<file path="src/rtl/sfe_pkg.sv">
`timescale 1ns / 1ps

package sfe_pkg;

  // First trial divisor of the square search.
  localparam int unsigned FIRST_DIVISOR = 2;

  // Output field widths.
  localparam int unsigned FACTOR_BITS    = 16;
  localparam int unsigned REMAINDER_BITS = 31;

  // Commands from the controller to the datapath.
  typedef struct packed {
    logic load;      // capture a new radicand and set up the search
    logic div_init;  // start a division of m by i*i
    logic div_step;  // one restoring division step
    logic take;      // i*i divides m: m <= m / (i*i), k <= k * i
    logic advance;   // move on to the next trial divisor
    logic emit;      // present the result for one cycle
  } sfe_cmd_t;

  // Status from the datapath to the controller.
  typedef struct packed {
    logic sq_le_m;   // i*i does not exceed m
    logic div_last;  // the current division step is the last one
    logic rem_zero;  // the finished division left no remainder
  } sfe_status_t;

endpackage

</file>
<file path="src/rtl/sfe_ctrl.sv">
`timescale 1ns / 1ps

module sfe_ctrl (
  input  logic                clk_i,
  input  logic                rst_ni,
  input  logic                start_i,
  input  sfe_pkg::sfe_status_t status_i,
  output sfe_pkg::sfe_cmd_t    cmd_o,
  output logic                busy_o
);
  import sfe_pkg::*;

  typedef enum logic [4:0] {
    S_IDLE   = 5'b00001,
    S_CHECK  = 5'b00010,
    S_DIV    = 5'b00100,
    S_UPDATE = 5'b01000,
    S_DONE   = 5'b10000
  } state_e;

  state_e state_q, state_d;

  always_ff @(posedge clk_i or negedge rst_ni) begin
    if (!rst_ni) begin
      state_q <= S_IDLE;
    end else begin
      state_q <= state_d;
    end
  end

  always_comb begin
    state_d = state_q;
    cmd_o   = '0;
    case (state_q)
      S_IDLE: begin
        if (start_i) begin
          cmd_o.load = 1'b1;
          state_d    = S_CHECK;
        end
      end
      S_CHECK: begin
        if (status_i.sq_le_m) begin
          cmd_o.div_init = 1'b1;
          state_d        = S_DIV;
        end else begin
          state_d = S_DONE;
        end
      end
      S_DIV: begin
        cmd_o.div_step = 1'b1;
        if (status_i.div_last) begin
          state_d = S_UPDATE;
        end
      end
      S_UPDATE: begin
        // Divide out the same square again, or try the next divisor.
        if (status_i.rem_zero) begin
          cmd_o.take = 1'b1;
        end else begin
          cmd_o.advance = 1'b1;
        end
        state_d = S_CHECK;
      end
      S_DONE: begin
        cmd_o.emit = 1'b1;
        state_d    = S_IDLE;
      end
      default: begin
        state_d = S_IDLE;
      end
    endcase
  end

  assign busy_o = (state_q != S_IDLE);

endmodule

</file>
<file path="src/rtl/sfe_datapath.sv">
`timescale 1ns / 1ps

module sfe_datapath #(
  parameter int unsigned VALUE_BITS = 32
) (
  input  logic                          clk_i,
  input  logic                          rst_ni,
  input  sfe_pkg::sfe_cmd_t              cmd_i,
  output sfe_pkg::sfe_status_t           status_o,
  input  logic signed [VALUE_BITS-1:0]  value_i,
  output logic [sfe_pkg::FACTOR_BITS-1:0]    factor_o,
  output logic [sfe_pkg::REMAINDER_BITS-1:0] remainder_o,
  output logic                          is_perfect_o,
  output logic                          valid_o
);
  import sfe_pkg::*;

  localparam int unsigned W  = VALUE_BITS;
  localparam int unsigned IW = W / 2 + 1;
  localparam int unsigned CW = $clog2(W);
  localparam int unsigned FW = FACTOR_BITS;
  localparam int unsigned RW = REMAINDER_BITS;

  logic [W-1:0]  m_q, sq_q, rem_q, quo_q;
  logic [IW-1:0] i_q, k_q;
  logic [CW-1:0] cnt_q;
  logic          neg_q;

  logic [W:0]      trial;
  logic [W:0]      diff;
  logic [2*IW-1:0] prod;
  logic            in_neg, in_zero;
  logic [FW+IW-1:0] k_ext;
  logic [RW+W-1:0]  m_ext;

  assign in_neg  = value_i[W-1];
  assign in_zero = (value_i == '0);
  assign trial   = {rem_q, quo_q[W-1]};
  assign diff    = trial - {1'b0, sq_q};
  assign prod    = k_q * i_q;

  // Control state of the search.
  always_ff @(posedge clk_i or negedge rst_ni) begin
    if (!rst_ni) begin
      cnt_q <= '0;
      neg_q <= 1'b0;
    end else begin
      if (cmd_i.load) begin
        neg_q <= in_neg;
      end
      if (cmd_i.div_init) begin
        cnt_q <= '0;
      end else if (cmd_i.div_step) begin
        cnt_q <= cnt_q + CW'(1);
      end
    end
  end

  // Search and divider registers.
  always_ff @(posedge clk_i) begin
    if (cmd_i.load) begin
      // Negative and zero inputs finish at once with m = 0.
      m_q  <= (in_neg || in_zero) ? '0 : W'(value_i);
      k_q  <= (in_neg || in_zero) ? '0 : IW'(1);
      i_q  <= IW'(FIRST_DIVISOR);
      sq_q <= W'(FIRST_DIVISOR * FIRST_DIVISOR);
    end
    if (cmd_i.div_init) begin
      rem_q <= '0;
      quo_q <= m_q;
    end else if (cmd_i.div_step) begin
      if (!diff[W]) begin
        rem_q <= diff[W-1:0];
        quo_q <= {quo_q[W-2:0], 1'b1};
      end else begin
        rem_q <= trial[W-1:0];
        quo_q <= {quo_q[W-2:0], 1'b0};
      end
    end
    if (cmd_i.take) begin
      m_q <= quo_q;
      k_q <= prod[IW-1:0];
    end
    if (cmd_i.advance) begin
      // (i+1)^2 = i^2 + 2i + 1
      i_q  <= i_q + IW'(1);
      sq_q <= sq_q + W'({i_q, 1'b0}) + W'(1);
    end
  end

  assign status_o.sq_le_m  = (sq_q <= m_q);
  assign status_o.div_last = (cnt_q == CW'(W - 1));
  assign status_o.rem_zero = (rem_q == '0);

  assign k_ext = {{FW{1'b0}}, k_q};
  assign m_ext = {{RW{1'b0}}, m_q};

  assign factor_o     = k_ext[FW-1:0];
  assign remainder_o  = m_ext[RW-1:0];
  assign is_perfect_o = !neg_q && (m_q <= W'(1));
  assign valid_o      = cmd_i.emit;

endmodule

</file>
<file path="src/rtl/square_factor_extract_core.sv">
`timescale 1ns / 1ps

// Square-free decomposition of a signed integer n into k*k*m by trial
// division with the squares i*i, i = 2, 3, ... while i*i does not exceed
// what is left of m. A transaction is taken when start is high and busy is
// low; busy then stays high until the result has been shown. The result
// (factor_o, remainder_o, is_perfect_o) is on the ports for exactly one
// cycle with valid_o high, and the receiver cannot hold it off, so it must
// capture it in that cycle. Negative inputs give 0, 0 with the flag clear;
// zero gives 0, 0 with the flag set. A trial division is made once for
// each divisor i with i*i not above the current m and once more each time
// i*i divides m out. The divisions use a restoring divider, which retires
// one quotient bit per cycle.

module square_factor_extract_core #(
  parameter int unsigned VALUE_BITS = 32
) (
  input  logic                          clk_i,
  input  logic                          rst_ni,
  input  logic                          start,
  output logic                          busy,
  input  logic signed [VALUE_BITS-1:0]  value_i,
  output logic [sfe_pkg::FACTOR_BITS-1:0]    factor_o,
  output logic [sfe_pkg::REMAINDER_BITS-1:0] remainder_o,
  output logic                          is_perfect_o,
  output logic                          valid_o
);
  import sfe_pkg::*;

  // Command and status groups between the controller and the datapath.
  sfe_cmd_t    cmd;
  sfe_status_t status;

  // The controller sequences checks, divisions and updates.
  sfe_ctrl u_ctrl (
    .clk_i    (clk_i),
    .rst_ni   (rst_ni),
    .start_i  (start),
    .status_i (status),
    .cmd_o    (cmd),
    .busy_o   (busy)
  );

  // The datapath holds m, k, i, i*i and the shared divider.
  sfe_datapath #(
    .VALUE_BITS (VALUE_BITS)
  ) u_datapath (
    .clk_i        (clk_i),
    .rst_ni       (rst_ni),
    .cmd_i        (cmd),
    .status_o     (status),
    .value_i      (value_i),
    .factor_o     (factor_o),
    .remainder_o  (remainder_o),
    .is_perfect_o (is_perfect_o),
    .valid_o      (valid_o)
  );

endmodule
</file>
<file path="config.mk">
export PLATFORM = sky130hd
export DESIGN_NAME = square_factor_extract_core
export DESIGN_NICKNAME = d
export VERILOG_FILES = /design/src/rtl/sfe_pkg.sv /design/src/rtl/sfe_ctrl.sv /design/src/rtl/sfe_datapath.sv /design/src/rtl/square_factor_extract_core.sv
export SDC_FILE = /design/constraint.sdc
export NUM_CORES = 1
export LEC_CHECK = 0
export BUFFER_PORTS_ARGS = -buffer_cell sky130_fd_sc_hd__buf_2
export CORE_AREA = 4 4 212 173
export CTS_BUF_LIST = sky130_fd_sc_hd__clkbuf_8
export CTS_CLUSTER_DIAMETER = 80
export DETAILED_ROUTE_END_ITERATION = 8
export DIE_AREA = 0 0 216 177
export SETUP_SLACK_MARGIN = 0.1
export SYNTH_ARGS = -nofsm -noshare
export SYNTH_HDL_FRONTEND = slang
export SYNTH_HIERARCHICAL = 1
export SYNTH_SLANG_ARGS = --single-unit
</file>
<file path="constraint.sdc">
create_clock -name clk_i -period 6.6 [get_ports clk_i]
set_input_delay 0.33 -clock clk_i [delete_from_list [all_inputs] [get_ports clk_i]]
set_output_delay 0.33 -clock clk_i [all_outputs]
set_load 0.02 [all_outputs]
</file>
==> results.json <==
{
  "layout.cells.non_filler": 2106,
  "cp_cell_sequence": "nand2_1 > fa_1 > fa_1 > inv_1 > ha_1 > ha_1 > inv_1 > fa_1 > inv_1 > ha_1 > a21o_1 > a21oi_1 > o21ai_0 > a21oi_1 > o21ai_1 > a211o_1 > a2111oi_0 > o31a_1 > nor3_1",
  "cts_resized": 0,
  "dpl.hpwl_um": 29000,
  "synth_compound_area_share_pct": 13.0,
  "syn_nets": 1852,
  "holdPathEnd": "u_datapath/m_q[9]$_DFFE_PP_",
  "place_congestion": 0.850,
  "period_minus_slack_ns": 5.76,
  "r2r_start": "u_datapath/i_q[3]$_SDFFCE_PN0P_",
  "cp-startpoint": "u_datapath/i_q[3]$_SDFFCE_PN0P_",
  "netlist_area_sq_um": 15300,
  "drc": 0,
  "h-tree-depth": 4,
  "reg2reg_to": "u_datapath/k_q[15]$_SDFFCE_PN0P_",
  "dpl_cell_area_sq_um": 15900,
  "grt_overflow": 0,
  "crit_type": "reg2reg",
  "core_area_sq_um": 34400,
  "min_path_type": "in2reg",
  "start_util_pct": 44.5,
  "reg2reg_depth": 19,
  "syn_inst": 1601,
  "finClkSkew_ns": 0.0233,
  "synth_top_cell_area_share_pct": 25.3,
  "rsz0062_at_grt": "no",
  "critPathLaunchType": "flop",
  "cts-root-buf": "clkbuf_8",
  "slowest_stage": "edfxtp_1",
  "area_growth_pct": 6.78,
  "grt_pass1_wl_um": 62900,
  "postRouteAntennaNets": 0,
  "fin_crit_sh_pct": 87.2,
  "dominantRegCellSynth": "edfxtp_1",
  "numCtsBuffers": 17,
  "synthAdderAreaFrac_pct": 21.7,
  "holdCritStartpoint": "value_i[9]",
  "fp.dieH_um": 177,
  "first_iter_violations": 1013,
  "synth_mux_area_share_pct": 4.34,
  "clock-sinks": 172,
  "synthTopCellsByArea": "edfxtp_1 25%, ha_1 11%, fa_1 11%",
  "tightest_slew_ns": 1.28,
  "synth_top_family_by_area": "adder cells",
  "hold_violations": 0,
  "async_reset_ff_share_pct": 6.40,
  "reg2reg_slack_ns": 0.84,
  "cp_max_fo": 18,
  "max_slew_margin_pct": 13.3,
  "end_kind": "flop",
  "wirelength_um": 38500,
  "cts_tree": "built",
  "final_util_pct": 47.5,
  "status": "complete, no violations",
  "dr.pass1.iters": 6,
  "syn_avg_cell_area_sq_um": 9.57,
  "synth_cell_types": 82,
  "path_clk_slew_ns": 0.11,
  "routedWlPerCell_um": 18.3,
  "holdPathStages": 2,
  "yosys_warnings": 6,
  "synth_edf_count": 129,
  "nNetsFinal": 1872,
  "synth_xor_area_share_pct": 4.74,
  "viasPerCell": 5.49,
  "synth_top_area_cell": "edfxtp_1",
  "num_rows": 61,
  "port-buffer-count": 84,
  "grtUsageTotal_pct": 20.5,
  "crit_arrival_ns": 5.99,
  "dp.cells": 2073,
  "setup_violations": 0,
  "insertion_delay_ns": 0.50,
  "die_w_um": 216,
  "grt_max_degree": 69,
  "clockBufferDepth": 2,
  "clock.fmax_mhz": 174,
  "grt_pass1_vias": 11421,
  "synth-simple-area-share_pct": 16.3,
  "slowest_delay_ns": 0.81,
  "ys_seq_area_share_pct": 31.3,
  "antennaDiodeCount": 0,
  "vias": 11559,
  "finalMaxSlewViolations": 0,
  "setup_tns_ns": 0,
  "drive_gt1_share_pct": 11.7,
  "grt_antenna_before_repair": 0,
  "ys_seq_elements": 172,
  "maxCapViolations": 0,
  "required_ns": 6.84,
  "ios": 85,
  "dieArea_sq_um": 38200,
  "design_area_sq_um": 16400
}
## per-stage QoR
step                worst slack (ns)  hold WS (ns)
floorplan                       1.09        0.0344
global placement               0.926         0.215
detailed placement             0.874         0.215
CTS                            0.863         0.100
global route                   0.321        0.0872
finish                         0.844         0.134
## worst max-delay path: cells and delay by family (launching register included)
kind,cells,cell delay (ns)
AND/OR/NAND/NOR,2,0.20
adder cells (fa/ha/maj),6,2.44
buffers and inverters,3,0.15
AO/OA/AOI/OAI,8,1.89
flip-flops,1,0.81
## cell families after synthesis
family | Yosys count
AO/OA/AOI/OAI | 268
XOR/XNOR | 83
adder cells (fa/ha/maj) | 216
buffers and inverters | 309
flip-flops | 172
multiplexers | 62
AND/OR/NAND/NOR | 491
## state kept, by name, indices dropped and copies added (netlist names)
| name | count |
|---|---|
| u_datapath/sq_q | 32 |
| u_datapath/neg_q | 1 |
| u_datapath/cnt_q | 5 |
| u_datapath/m_q | 32 |
| u_datapath/quo_q | 32 |
| u_ctrl/state_q | 5 |
| u_datapath/i_q | 17 |
| u_datapath/k_q | 16 |
| u_datapath/rem_q | 32 |
## Yosys cell counts (all sizes together), types with 7 or more instances
master	n
fa	83
and2	89
o21a	17
a211oi	28
nor3	22
dfxtp	32
nand4	19
mux2i	27
ha	133
nor2b	17
o21bai	7
nand3	19
o31a	7
a21oi	41
edfxtp	129
nor4	32
a22o	31
mux2	35
dfrtp	10
inv	213
nand2b	11
o21ai	39
and3	14
xnor2	64
buf	47
a21boi	12
o31ai	13
clkbuf	49
nor2	85
a21o	32
xor2	19
or3	8
nand2	148
## how the worst max path moves through the flow
stage,endpoint
floorplan,u_datapath/k_q[15]$_SDFFCE_PN0P_
global route,u_datapath/k_q[15]$_SDFFCE_PN0P_
detailed placement,u_datapath/k_q[15]$_SDFFCE_PN0P_
global placement,u_datapath/k_q[15]$_SDFFCE_PN0P_
CTS,u_datapath/k_q[15]$_SDFFCE_PN0P_
finish,u_datapath/k_q[15]$_SDFFCE_PN0P_
## area by class of cell
class	instances	area, sq um
Tap cell	472	591
Clock buffer	17	234
Timing Repair Buffer	97	520
Clock inverter	15	203
Sequential cell	172	4790
Multi-Input combinational cell	1120	9220
Fill cell	3244	18100
Inverter	213	800
## what timing repair did
action / CTS / global route
setup buffers: 0 / 0
hold buffers: 1 / 0
endpoints found under the hold margin: 11 / 0
## routing by layer
layer / part of all wire (%) / routed length (um) / global-route usage [%] / up-vias
met2: 41 / 15700 / 29.2 / 312
li1: - / - / - / 5548
met5: 0 / 0 / 0 / -
met1: 53 / 20200 / 32.8 / 5670
met4: 1.2 / 464 / 3.60 / 0
met3: 5.4 / 2080 / 3.69 / 29
## layout by cell type (no fill, tap or decap), types with 13 or more instances in the layout
master    Yosys  routed
and2_1       89      89
a211oi_1     24      24
nor4_1       32      32
dfxtp_1      32      32
nor2b_1      16      16
nor2_1       85      83
xnor2_1      64      64
o21a_1       16      16
mux2_2       35      35
clkbuf_8      0      17
nand4_1      19      19
mux2i_1      27      27
buf_2         2      84
ha_1        133     133
a21oi_1      41      41
a21o_1       32      32
xor2_1       19      19
a22o_1       31      31
edfxtp_1    129     129
fa_1         83      83
and3_1       14      13
nand2_1     148     148
nor3_1       20      19
nand3_1      19      19
inv_1       213     213
o21ai_0      26      26
Power is not shown: default switching activity piles up to over one toggle a cycle in this logic, so the estimate is an artifact.
